$ cat config.mk
export PLATFORM = sky130hd
export DESIGN_NAME = timed_first_order_lowpass_core
export DESIGN_NICKNAME = d
export VERILOG_FILES = /design/src/rtl/core/tfl_pkg.sv /design/src/rtl/core/tfl_seq.sv /design/src/rtl/core/tfl_dp.sv /design/src/rtl/core/timed_first_order_lowpass_core.sv
export SDC_FILE = /design/constraint.sdc
export NUM_CORES = 2
export LEC_CHECK = 0
export BUFFER_PORTS_ARGS = -buffer_cell sky130_fd_sc_hd__buf_4
export CORE_MARGIN = 2
export CORE_UTILIZATION = 57
export CTS_CLUSTER_DIAMETER = 40
export DETAILED_ROUTE_END_ITERATION = 8
export PLACE_DENSITY = 0.8
export SKIP_LAST_GASP = 1
export SYNTH_ARGS = -nofsm -noshare
export SYNTH_HDL_FRONTEND = slang
export SYNTH_SLANG_ARGS = --single-unit
$ cat constraint.sdc
create_clock -name clk -period 12.6 [get_ports clk]
set_input_delay 2.52 -clock clk [delete_from_list [all_inputs] [get_ports clk]]
set_output_delay 2.52 -clock clk [all_outputs]
set_load 0.01 [all_outputs]
$ cat src/rtl/core/tfl_pkg.sv
package tfl_pkg;

  // reset values of the configuration registers
  localparam logic [15:0] TC_RESET  = 16'd10;
  localparam logic [15:0] GAP_RESET = 16'd300;

  // register select values of address bit 2 (registers are word aligned)
  localparam logic REG_TC  = 1'b0;
  localparam logic REG_GAP = 1'b1;

  typedef enum logic [1:0] {
    OUTC_FILTERED = 2'd0,
    OUTC_HELD     = 2'd1,
    OUTC_RESTART  = 2'd2
  } outcome_t;

  typedef struct packed {
    logic signed [31:0] sample;
    logic [31:0]        now_ms;
  } in_item_t;

  typedef struct packed {
    logic signed [31:0] filtered;
    logic [1:0]         outcome;
  } out_item_t;

  // datapath operations issued by the sequencer
  typedef enum logic [3:0] {
    OP_NONE,
    OP_LOAD,
    OP_DEN,
    OP_DIV_INIT,
    OP_DIV_STEP,
    OP_MUL_P,
    OP_MUL_Q,
    OP_ACC,
    OP_EMIT_HELD,
    OP_EMIT_RESTART,
    OP_EMIT_FILT
  } op_t;

  // branch conditions
  typedef enum logic [2:0] {
    CND_NEVER,
    CND_NO_INPUT,
    CND_ZERO_DT,
    CND_LONG_GAP,
    CND_DIV_BUSY,
    CND_OUT_BUSY
  } cond_t;

  localparam int PC_W = 4;

  // program step addresses
  localparam logic [PC_W-1:0] ST_WAIT     = 4'd0;
  localparam logic [PC_W-1:0] ST_DEN      = 4'd1;
  localparam logic [PC_W-1:0] ST_DIV_INIT = 4'd2;
  localparam logic [PC_W-1:0] ST_DIV      = 4'd3;
  localparam logic [PC_W-1:0] ST_MUL_P    = 4'd4;
  localparam logic [PC_W-1:0] ST_MUL_Q    = 4'd5;
  localparam logic [PC_W-1:0] ST_ACC      = 4'd6;
  localparam logic [PC_W-1:0] ST_HELD     = 4'd7;
  localparam logic [PC_W-1:0] ST_RESTART  = 4'd8;
  localparam logic [PC_W-1:0] ST_FILT     = 4'd9;

  // one microcode word: operation, branch condition, taken and fall-through targets;
  // with hold set a taken branch also suppresses the operation (stall)
  typedef struct packed {
    op_t              op;
    cond_t            cond;
    logic             hold;
    logic [PC_W-1:0]  jump;
    logic [PC_W-1:0]  next;
  } ucw_t;

  typedef struct packed {
    op_t  op;
    logic fire;
  } ctl_t;

  typedef struct packed {
    logic in_valid;
    logic zero_dt;
    logic long_gap;
    logic div_busy;
    logic out_busy;
  } sts_t;

endpackage

$ cat src/rtl/core/tfl_seq.sv
module tfl_seq (
  input  logic          clk,
  input  logic          rst_n,
  input  tfl_pkg::sts_t sts,
  output tfl_pkg::ctl_t ctl
);

  logic [tfl_pkg::PC_W-1:0] pc_r;
  logic [tfl_pkg::PC_W-1:0] pc_nxt;
  tfl_pkg::ucw_t            ucw;
  logic                     taken;

  // microcode rom
  function automatic tfl_pkg::ucw_t rom(input logic [tfl_pkg::PC_W-1:0] pc);
    tfl_pkg::ucw_t w;
    w = '{tfl_pkg::OP_NONE, tfl_pkg::CND_NEVER, 1'b0, tfl_pkg::ST_WAIT, tfl_pkg::ST_WAIT};
    case (pc)
      tfl_pkg::ST_WAIT:
        w = '{tfl_pkg::OP_LOAD, tfl_pkg::CND_NO_INPUT, 1'b1,
              tfl_pkg::ST_WAIT, tfl_pkg::ST_DEN};
      tfl_pkg::ST_DEN:
        w = '{tfl_pkg::OP_DEN, tfl_pkg::CND_ZERO_DT, 1'b0,
              tfl_pkg::ST_HELD, tfl_pkg::ST_DIV_INIT};
      tfl_pkg::ST_DIV_INIT:
        w = '{tfl_pkg::OP_DIV_INIT, tfl_pkg::CND_LONG_GAP, 1'b0,
              tfl_pkg::ST_RESTART, tfl_pkg::ST_DIV};
      tfl_pkg::ST_DIV:
        w = '{tfl_pkg::OP_DIV_STEP, tfl_pkg::CND_DIV_BUSY, 1'b0,
              tfl_pkg::ST_DIV, tfl_pkg::ST_MUL_P};
      tfl_pkg::ST_MUL_P:
        w = '{tfl_pkg::OP_MUL_P, tfl_pkg::CND_NEVER, 1'b0,
              tfl_pkg::ST_MUL_Q, tfl_pkg::ST_MUL_Q};
      tfl_pkg::ST_MUL_Q:
        w = '{tfl_pkg::OP_MUL_Q, tfl_pkg::CND_NEVER, 1'b0,
              tfl_pkg::ST_ACC, tfl_pkg::ST_ACC};
      tfl_pkg::ST_ACC:
        w = '{tfl_pkg::OP_ACC, tfl_pkg::CND_NEVER, 1'b0,
              tfl_pkg::ST_FILT, tfl_pkg::ST_FILT};
      tfl_pkg::ST_HELD:
        w = '{tfl_pkg::OP_EMIT_HELD, tfl_pkg::CND_OUT_BUSY, 1'b1,
              tfl_pkg::ST_HELD, tfl_pkg::ST_WAIT};
      tfl_pkg::ST_RESTART:
        w = '{tfl_pkg::OP_EMIT_RESTART, tfl_pkg::CND_OUT_BUSY, 1'b1,
              tfl_pkg::ST_RESTART, tfl_pkg::ST_WAIT};
      tfl_pkg::ST_FILT:
        w = '{tfl_pkg::OP_EMIT_FILT, tfl_pkg::CND_OUT_BUSY, 1'b1,
              tfl_pkg::ST_FILT, tfl_pkg::ST_WAIT};
      default:
        w = '{tfl_pkg::OP_NONE, tfl_pkg::CND_NEVER, 1'b0,
              tfl_pkg::ST_WAIT, tfl_pkg::ST_WAIT};
    endcase
    return w;
  endfunction

  always_comb begin
    ucw = rom(pc_r);
    case (ucw.cond)
      tfl_pkg::CND_NEVER:    taken = 1'b0;
      tfl_pkg::CND_NO_INPUT: taken = !sts.in_valid;
      tfl_pkg::CND_ZERO_DT:  taken = sts.zero_dt;
      tfl_pkg::CND_LONG_GAP: taken = sts.long_gap;
      tfl_pkg::CND_DIV_BUSY: taken = sts.div_busy;
      tfl_pkg::CND_OUT_BUSY: taken = sts.out_busy;
      default:               taken = 1'b0;
    endcase
    pc_nxt   = taken ? ucw.jump : ucw.next;
    ctl.op   = ucw.op;
    ctl.fire = !(ucw.hold && taken);
  end

  always_ff @(posedge clk) begin
    if (!rst_n) begin
      pc_r <= tfl_pkg::ST_WAIT;
    end else begin
      pc_r <= pc_nxt;
    end
  end

endmodule

$ cat src/rtl/core/tfl_dp.sv
module tfl_dp #(
  parameter int ALPHA_FRAC_BITS = 16
) (
  input  logic               clk,
  input  logic               rst_n,
  input  tfl_pkg::ctl_t      ctl,
  input  tfl_pkg::in_item_t  in_data,
  input  logic [15:0]        tc,
  input  logic [15:0]        gap,
  input  logic               out_ready,
  output logic               out_valid,
  output tfl_pkg::out_item_t out_data,
  output tfl_pkg::sts_t      sts
);

  localparam int F  = ALPHA_FRAC_BITS;
  localparam int QW = F + 1;             // alpha in [0, 2^F]
  localparam int NW = F + 17;            // dividend width
  localparam int CW = $clog2(F + 1);
  localparam int PW = 32 + QW;           // product width
  localparam int AW = 34 + F;            // accumulator width
  localparam logic [QW-1:0] ONE  = QW'(1) << F;
  localparam logic [AW-1:0] HALF = AW'(1) << (F - 1);

  logic [31:0]  x_r;
  logic [31:0]  now_r;
  logic [31:0]  dt_r;
  logic [16:0]  den_r;
  logic [16:0]  rem_r;
  logic [QW-1:0] numlo_r;
  logic [QW-1:0] quo_r;
  logic [CW-1:0] cnt_r;
  logic [PW-1:0] prod_r;
  logic [AW-1:0] acc_r;
  logic [31:0]  last_output_r;
  logic [31:0]  last_time_r;
  logic         out_valid_r;
  tfl_pkg::out_item_t out_r;

  logic [NW-1:0] num;
  logic [17:0]   trial;
  logic          qbit;
  logic [16:0]   rem_nxt;
  logic [31:0]   p_word;
  logic [31:0]   q_word;
  logic [AW-F-1:0] shifted;
  logic [31:0]   y_word;
  logic          emit;

  always_comb begin
    num     = {1'b0, tc, F'(0)} + NW'(den_r >> 1);
    trial   = {rem_r, numlo_r[QW-1]};
    qbit    = trial >= {1'b0, den_r};
    rem_nxt = qbit ? 17'(trial - {1'b0, den_r}) : trial[16:0];
    // offset binary: value + 2^31
    p_word  = {~last_output_r[31], last_output_r[30:0]};
    q_word  = {~x_r[31], x_r[30:0]};
    shifted = acc_r[AW-1:F];
    y_word  = (shifted[AW-F-1:32] != '0) ? 32'hFFFF_FFFF : shifted[31:0];
    y_word  = {~y_word[31], y_word[30:0]};
    emit    = ctl.fire && ((ctl.op == tfl_pkg::OP_EMIT_HELD) ||
                           (ctl.op == tfl_pkg::OP_EMIT_RESTART) ||
                           (ctl.op == tfl_pkg::OP_EMIT_FILT));
  end

  // working registers
  always_ff @(posedge clk) begin
    if (ctl.fire) begin
      case (ctl.op)
        tfl_pkg::OP_LOAD: begin
          x_r   <= in_data.sample;
          now_r <= in_data.now_ms;
          dt_r  <= in_data.now_ms - last_time_r;
        end
        tfl_pkg::OP_DEN: begin
          den_r <= {1'b0, tc} + {1'b0, dt_r[15:0]};
        end
        tfl_pkg::OP_DIV_INIT: begin
          rem_r   <= {1'b0, num[NW-1:QW]};
          numlo_r <= num[QW-1:0];
          quo_r   <= '0;
          cnt_r   <= CW'(F);
        end
        tfl_pkg::OP_DIV_STEP: begin
          rem_r   <= rem_nxt;
          numlo_r <= numlo_r << 1;
          quo_r   <= {quo_r[QW-2:0], qbit};
          cnt_r   <= cnt_r - CW'(1);
        end
        tfl_pkg::OP_MUL_P: begin
          prod_r <= PW'(quo_r) * PW'(p_word);
          acc_r  <= HALF;
        end
        tfl_pkg::OP_MUL_Q: begin
          acc_r  <= acc_r + AW'(prod_r);
          prod_r <= PW'(ONE - quo_r) * PW'(q_word);
        end
        tfl_pkg::OP_ACC: begin
          acc_r <= acc_r + AW'(prod_r);
        end
        tfl_pkg::OP_EMIT_HELD: begin
          out_r.filtered <= last_output_r;
          out_r.outcome  <= tfl_pkg::OUTC_HELD;
        end
        tfl_pkg::OP_EMIT_RESTART: begin
          out_r.filtered <= x_r;
          out_r.outcome  <= tfl_pkg::OUTC_RESTART;
        end
        tfl_pkg::OP_EMIT_FILT: begin
          out_r.filtered <= y_word;
          out_r.outcome  <= tfl_pkg::OUTC_FILTERED;
        end
        default: begin
        end
      endcase
    end
  end

  // filter state and output handshake
  always_ff @(posedge clk) begin
    if (!rst_n) begin
      last_output_r <= '0;
      last_time_r   <= '0;
      out_valid_r   <= 1'b0;
    end else begin
      if (emit) begin
        out_valid_r <= 1'b1;
      end else if (out_ready) begin
        out_valid_r <= 1'b0;
      end
      if (ctl.fire && (ctl.op == tfl_pkg::OP_EMIT_RESTART)) begin
        last_output_r <= x_r;
        last_time_r   <= now_r;
      end else if (ctl.fire && (ctl.op == tfl_pkg::OP_EMIT_FILT)) begin
        last_output_r <= y_word;
        last_time_r   <= now_r;
      end
    end
  end

  assign out_valid    = out_valid_r;
  assign out_data     = out_r;
  assign sts.in_valid = 1'b0;
  assign sts.zero_dt  = (dt_r == '0);
  assign sts.long_gap = (dt_r > {16'b0, gap});
  assign sts.div_busy = (cnt_r != '0);
  assign sts.out_busy = out_valid_r && !out_ready;

endmodule

$ cat src/rtl/core/timed_first_order_lowpass_core.sv
// first-order low-pass filter with a variable time step. each input transaction
// carries a signed q16.16 sample and a wrapping millisecond tick; the block keeps
// the last output and the tick of the last update. dt = now_ms - last tick (mod 2^32).
// dt of zero returns the held value (outcome 1, state unchanged); dt above max_gap_ms
// restarts from the raw sample (outcome 2); otherwise alpha = tc/(tc+dt) is formed as
// an ALPHA_FRAC_BITS fraction by a restoring divider and y = alpha*y_prev +
// (1-alpha)*x, rounded to nearest (outcome 0). one transaction is processed at a
// time, stepped by the microcoded sequencer: a filtered result goes through wait,
// den, div_init, div (the divider yields one quotient bit per cycle), mul_p, mul_q,
// acc and filt into the output register; a held result goes through wait, den and
// held, and a restart through wait, den, div_init and restart. the next transaction
// is taken in the wait step that follows the emit step.
// the output register lets the next transaction be accepted while a result waits.
// registers via the apb port: 0x0 time_constant_ms (reset 10), 0x4 max_gap_ms
// (reset 300); write them only while the block is idle.
module timed_first_order_lowpass_core #(
  parameter int ALPHA_FRAC_BITS = 16
) (
  input  logic               clk,
  input  logic               rst_n,
  // input transactions
  input  logic               in_valid,
  output logic               in_ready,
  input  tfl_pkg::in_item_t  in_data,
  // result transactions
  output logic               out_valid,
  input  logic               out_ready,
  output tfl_pkg::out_item_t out_data,
  // configuration port
  input  logic               psel,
  input  logic               penable,
  input  logic               pwrite,
  input  logic [2:0]         paddr,
  input  logic [31:0]        pwdata,
  output logic [31:0]        prdata,
  output logic               pready
);

  logic [15:0]   tc_r;
  logic [15:0]   gap_r;
  tfl_pkg::ctl_t ctl;
  tfl_pkg::sts_t dp_sts;
  tfl_pkg::sts_t sts;
  logic          cfg_wr;

  // apb registers, written in the access phase
  assign pready = 1'b1;
  assign cfg_wr = psel && penable && pwrite;

  always_ff @(posedge clk) begin
    if (!rst_n) begin
      tc_r  <= tfl_pkg::TC_RESET;
      gap_r <= tfl_pkg::GAP_RESET;
    end else if (cfg_wr) begin
      if (paddr[2] == tfl_pkg::REG_TC) begin
        tc_r <= pwdata[15:0];
      end else begin
        gap_r <= pwdata[15:0];
      end
    end
  end

  assign prdata = (paddr[2] == tfl_pkg::REG_TC) ? {16'b0, tc_r} : {16'b0, gap_r};

  // the wait step is the only one that takes a transaction
  assign in_ready = (ctl.op == tfl_pkg::OP_LOAD);

  // merge handshake status into what the datapath reports
  always_comb begin
    sts          = dp_sts;
    sts.in_valid = in_valid;
  end

  // microcode sequencer: step counter, rom and branch logic
  tfl_seq u_seq (
    .clk   (clk),
    .rst_n (rst_n),
    .sts   (sts),
    .ctl   (ctl)
  );

  // datapath: dt, divider, multiplier, accumulator, output register
  tfl_dp #(
    .ALPHA_FRAC_BITS (ALPHA_FRAC_BITS)
  ) u_dp (
    .clk       (clk),
    .rst_n     (rst_n),
    .ctl       (ctl),
    .in_data   (in_data),
    .tc        (tc_r),
    .gap       (gap_r),
    .out_ready (out_ready),
    .out_valid (out_valid),
    .out_data  (out_data),
    .sts       (dp_sts)
  );

endmodule

# ---- Word level (Yosys, flattened, before mapping)
# Memories as Yosys holds them, arrays and structs flattened. A register that Yosys moved wholly into a read port is not among the register bits.
# Index checks and enable logic that the tools add are counted.
dict set report word_totals {
  ff_bits 399
  romBits 256
  inputBits 106
  out_inout_bits 69
  word_cells 98
  memories 1
}
dict set report op_classes {
  n_addsub 7
  multipliers 2
  magnitude_cmp 2
  n_eq_ne 15
  muxes 19
  bitwise_logic 5
  n_reduce_logical 30
}
# name depth width read_ports rd_clocked_by_memory_dff wr line_no
set memory_table {}
lappend memory_table {{(name not given)} 16 16 1 1 0 tfl_seq.sv:17} ;# case (pc)
# op n
set ops {}
lappend ops {{32-bit 2-to-1 mux} 5}
lappend ops {{17-bit one-hot mux with 2 select lines} 3}
lappend ops {{34-bit one-hot mux with 3 select lines} 1}
lappend ops {{50-bit one-hot mux with 2 select lines} 1}
lappend ops {{49-bit one-hot mux with 2 select lines} 1}
lappend ops {{50-bit by 49-bit adder with 50-bit output} 1}
lappend ops {{17-bit by 32-bit multiplier with 49-bit output} 1}
lappend ops {{49-bit by 32-bit multiplier with 49-bit output} 1}
lappend ops {{32-bit by 16-bit adder with 33-bit output} 1}
lappend ops {{32-bit by 16-bit > comparator with 1-bit output} 1}
lappend ops {{32-bit zero test} 1}
lappend ops {{32-bit subtractor} 1}
lappend ops {{18-bit by 17-bit greater-or-equal comparator with 1-bit output} 1}
lappend ops {{17-bit by 17-bit subtractor with 18-bit output, first input constant} 1}
lappend ops {{16-bit by 16-bit adder with 17-bit output} 1}
lappend ops {{17-bit 2-to-1 mux} 1}
lappend ops {{17-bit subtractor} 1}
lappend ops {{4-bit by 3-bit == test with 1-bit output, second input constant} 4}
lappend ops {{16-bit 2-to-1 mux} 1}
lappend ops {{2-bit AND reduction} 8}
lappend ops {{4-bit == test, second input constant} 3}
lappend ops {{2-bit nonzero test} 6}
lappend ops {{5-bit one-hot mux with 2 select lines} 1}
lappend ops {{4-bit by 2-bit == test with 1-bit output, second input constant} 2}
lappend ops {{15 further kinds} 32}

# ---- Logic depth before layout (Yosys ltp)
dict set report depth {
  depth_word 8
  mapped_depth 36
  ltp_nobuf 33
}

# ---- By module
# A second synthesis with hierarchy kept.
dict set report unflattened {
  hier_cells 6336
  area_unflattened_um2 57791.7
}
# module instances cells_each area_per_inst_um2 seq_area_each_um2
set modules_own_cells {}
lappend modules_own_cells {tfl_dp 1 6074 55296.8 10369.9}
lappend modules_own_cells {timed_first_order_lowpass_core 1 166 1635.3 640.6}
lappend modules_own_cells {tfl_seq 1 96 859.6 320.3}

# ---- Worst setup path before layout
# Ideal clock, no wire load.
dict set report synth_timing {
  path_type {input port to flip-flop}
  start {in out_ready}
  end {reg u_dp.dt_r[0] (enable)}
  setup_ns 0.786
  arrival_ns 12.660
  t_required_ns 11.814
  setup_slack_ns -0.846
  stages 9
  n_path_buf 2
  cell_sequence {nor2b_1 -> o21ai_0 -> a221o_1 -> nand2_1 -> inv_1 -> a21boi_1 -> buf_2 -> clkbuf_1 -> nor4_1}
}
dict set report synth_between {
  elab_chain_len 6
}
# item line_no
set synth_lines {}
lappend synth_lines {{from (decl)} timed_first_order_lowpass_core.sv:27} ;# input logic out_ready,
lappend synth_lines {{1-bit zero test} tfl_dp.sv:147} ;# assign sts.out_busy = out_valid_r && !out_ready;
lappend synth_lines {{1-bit logical AND} tfl_dp.sv:147}
lappend synth_lines {{1-bit one-hot mux with 5 select lines} tfl_seq.sv:57} ;# case (ucw.cond)
lappend synth_lines {{1-bit logical AND} tfl_seq.sv:68} ;# ctl.fire = !(ucw.hold && taken);
lappend synth_lines {{1-bit inverter (no line)} --}
lappend synth_lines {{2-bit AND reduction (no line)} --}
lappend synth_lines {{to (signal assigned)} tfl_dp.sv:73} ;# dt_r <= in_data.now_ms - last_time_r;
lappend synth_lines {{to (decl)} tfl_dp.sv:27} ;# logic [31:0] dt_r;
# No other way between the ends.
# A chain may end at the register's enable or synchronous reset.

# ---- Final worst setup path
dict set report layout_timing {
  start {reg u_dp.quo_r[10]}
  end {reg u_dp.prod_r[48] (data pin)}
}
dict set report layout_between {
  elab_chain_len 3
  elab_cells_between_ends 4
  classes_between {add/sub (1); mul (2); mux (1)}
}
# item line_no
set layout_lines {}
lappend layout_lines {{from (decl)} tfl_dp.sv:31} ;# logic [QW-1:0] quo_r;
lappend layout_lines {{from (signal assigned)} tfl_dp.sv:87} ;# quo_r <= {quo_r[QW-2:0], qbit};
lappend layout_lines {{17-bit by 17-bit subtractor with 18-bit output} tfl_dp.sv:96} ;# prod_r <= PW'(ONE - quo_r) * PW'(q_word);
lappend layout_lines {{49-bit by 32-bit multiplier with 49-bit output} tfl_dp.sv:96}
lappend layout_lines {{49-bit one-hot mux with 2 select lines *} tfl_dp.sv:69} ;# case (ctl.op)
lappend layout_lines {{to (signal assigned)} tfl_dp.sv:91} ;# prod_r <= PW'(quo_r) * PW'(p_word);
lappend layout_lines {{to (signal assigned)} tfl_dp.sv:96}
lappend layout_lines {{to (decl)} tfl_dp.sv:33} ;# logic [PW-1:0] prod_r;
# Every way passes the cells marked *; elsewhere a longest branch is shown, timed or not.

==> key figures <==
Run status
  – Status: finished clean

Min path
  – Hold Crit Class: flip-flop to flip-flop
  – Hold depth: 2

Routing
  – Via/cell ratio: 5.933
  – Drt wl/cell: 20.66 um
  – Total Routed Length: 164600 um
  – Initial drt markers: 4300
  – Drt pass-1 iters: 6
  – Routed vias: 47270
  – Antenna-violating nets left: 0
  – Drt drc: 0

Timing
  – Final TNS setup: 0 ns
  – Shortest period the worst path allows: 11.12 ns
  – Fin. Hold Viols: 0
  – Final period util: 0.8828
  – Max_slew headroom: 0.1433
  – Clk_skew: between 0.02 and 0.03 ns
  – Final setup fails: 0
  – Max frequency: 89.90 MHz
  – Worst-margin pin slew: between 1 and 1.5 ns
  – Max Slew Vio Count: 0
  – RSZ-0062 raised after global routing: no

Yosys
  – FFs w/ async S/R, synth: 0
  – Simple-Gate Fraction of Synth Area: 0.1569
  – Post-synthesis adder-cell area fraction: 0.4366
  – Syn Inst Count: 6576
  – Top cell type's share of synthesized area: 0.3509
  – Top cells by area, synth: fa_1, edfxtp_1, ha_1
  – Seq/Total Area, Yosys: 0.1837
  – Fraction of synthesized area in multiplexers: 0.008846
  – Synth Area in XOR/XNOR: 0.03141
  – Post-synth EDFFs: approximately 300
  – Syn Area/Cell: approximately 9.4 sq um
  – Total of warnings raised by yosys: 0
  – Syn Std Cell Area: around 0.06 sq mm
  – Synth Area in Compound Gates: 0.09097
  – Distinct cells, synth: 79
  – Main combinational cell family by area after synthesis: adder cells
  – Synth Register Bits: 415
  – Synth Flop Type: edfxtp_1
  – Synth area leader: fa_1

Clock network
  – Num CTS Buffers: between 70 and 80
  – TritonCTS clock tree: done
  – Cts repair resizes: 0
  – H-tree depth: 3
  – Clock Sinks: slightly above 400
  – Reg clk slew, reported paths: approximately 0.05 ns
  – Clock Tree Root: clkbuf_16
  – Worst-Skew Late Latency: 0.65 ns
  – Hold_buf cts: 0
  – Setup Fix Bufs, Post-CTS: 0
  – Clk buf depth: 3

Global routing
  – Total grt overflow: 0
  – Total Routing Usage GR: 0.3039
  – First-pass GRT wire length: roughly 270000 um
  – Largest net degree at the start of global routing: 68
  – Initial antenna violation count: 2
  – Vias in the first global route: 49790

Floorplanning
  – Core footprint: around 0.11 sq mm
  – Initial Util: 0.5753
  – Top Ports: 175
  – Die area: 0.1108 sq mm
  – Chip Width: 332.9 um
  – Std cell rows: 120
  – Die span in y: 332.9 um

Finish
  – Diode count: 0
  – Fin util: 0.6180
  – Nets@finish: 8107
  – Share of cells above drive strength 1: 0.06292
  – # fillers: roughly 8700
  – Area Growth Syn to Fin: 7.426%

Critical path
  – Worst endpoint required time: 12.95 ns
  – Worst Setup Path Type: flip-flop to flip-flop
  – Worst-path fanout max: 36
  – Worst Setup End Kind: flip-flop
  – Startpoint Class: flip-flop
  – Critical path arrival: 11.48 ns
  – Worst r2r path cells: 26

Placed design
  – PortBufs: between 100 and 150
  – Post-DP HPWL: 122300 um
  – RD Place Congestion: a little under 1

Run
  – Maxcap violations: 0
==> placed cells by master, fill, tap and decap left out, types with 134 or more instances in the layout <==
cell type  netlist  routed
xnor2_1        144     134
ha_1           417     417
buf_4           17     217
edfxtp_1       302     302
inv_1         1092    1091
fa_1          1081    1081
o21ai_0        190     190
nand2_1        935     935
nor2_1         232     230
a21oi_1        261     260
and2_1         444     444
==> area by class of cell <==
class / instances / area (sq um) / share of cell area
clock buffers: 86 / 1917 / 0.02893
clock inverters: 50 / 560.5 / 0.008461
inverters: 1095 / 4110 / 0.06204
multi-input cells: 4701 / 44950 / 0.6784
flip-flops and latches: 415 / 11330 / 0.1710
well taps: 1403 / 1755 / 0.02650
repair buffers: 217 / 1629 / 0.02459
==> synthesized netlist by cell type (all sizes together) (74+ instances only) <==
| master | count |
|---|---|
| xor2 | 74 |
| fa | 1081 |
| nand2 | 937 |
| inv | 1093 |
| nand3 | 89 |
| and2 | 444 |
| nor2 | 232 |
| ha | 417 |
| dfxtp | 113 |
| a21oi | 261 |
| xnor2 | 145 |
| o21ai | 200 |
| a21o | 114 |
| edfxtp | 302 |
| clkbuf | 335 |
==> cell families (layout without fill, tap and decap cells) <==
family                     count (synthesis)  in the layout
muxes                                     52             52
other                                      2             17
DFF                                      415            415
adders and majority gates               1505           1505
AOI/OAI and AO/OA                        885            885
buffers and inverters                   1475           1448
and+or+nand+nor                         2023           2023
xor gates and xnor gates                 219            219
==> metal layers <==
layer | routed length (um) | part of all wire | vias to the layer above | track usage
li1 | - | - | 20630 | -
met1 | 65530 | 0.40 | 23810 | 0.4100
met2 | 75020 | 0.46 | 2413 | 0.4823
met3 | 18520 | 0.11 | 416 | 0.07463
met4 | 5542 | 0.034 | 2 | 0.1023
met5 | 13 | 0.000079 | - | 0
==> worst max-delay path, stage by stage, from the launching register on <==
cell	delay, ns
edfxtp_1	0.35
buf_4	0.28
or4_1	0.61
nor4_1	0.39
nand2_2	0.40
and2_1	0.66
nand2_1	0.30
fa_1	0.47
fa_1	0.51
inv_1	0.07
fa_1	0.57
inv_1	0.28
fa_1	0.97
inv_1	0.44
fa_1	0.59
fa_1	0.46
fa_1	0.46
fa_1	0.51
ha_1	0.38
a21o_1	0.19
a21o_1	0.17
a211oi_1	0.25
o31a_1	0.33
o21a_1	0.26
nor3_1	0.08
nor4b_1	0.75
a31oi_1	0.09
==> final timing paths <==
kind	from	to	slack, ns
max	u_dp.quo_r[10]	u_dp.prod_r[48]	1.48
min	gap_r[9]	gap_r[9]	0.47
max reg2reg	u_dp.quo_r[10]	u_dp.prod_r[48]	1.48
min reg2reg	gap_r[9]	gap_r[9]	0.47
==> sequential cells by signal, indices dropped and copies added, names as in the netlist, 32 cells and up <==
register and count:
u_dp.acc_r 50, u_dp.dt_r 32, u_dp.out_data 34, u_dp.prod_r 49, u_dp.x_r 32, u_dp.now_r 32, u_dp.last_output_r 32, u_dp.last_time_r 32
==> metrics by stage <==
stage | instances | setup slack [ns] | hold slack (ns) | cell area [sq um]
4_1_cts | 7967 | 1.615 | 0.4717 | 66250
3_5_place_dp | 7831 | 1.684 | 0.4648 | 63770
3_3_place_gp | 7831 | 1.976 | 0.4562 | 63770
2_1_floorplan | 6591 | 3.182 | 0.4459 | 61730
6_report | 7967 | 1.477 | 0.4725 | 66250
5_1_grt | 7967 | 0.9787 | 0.4938 | 66250
Power is left out: the tool's default activity adds up to more than one toggle a clock period on the data nets, which glitch-free logic cannot reach.
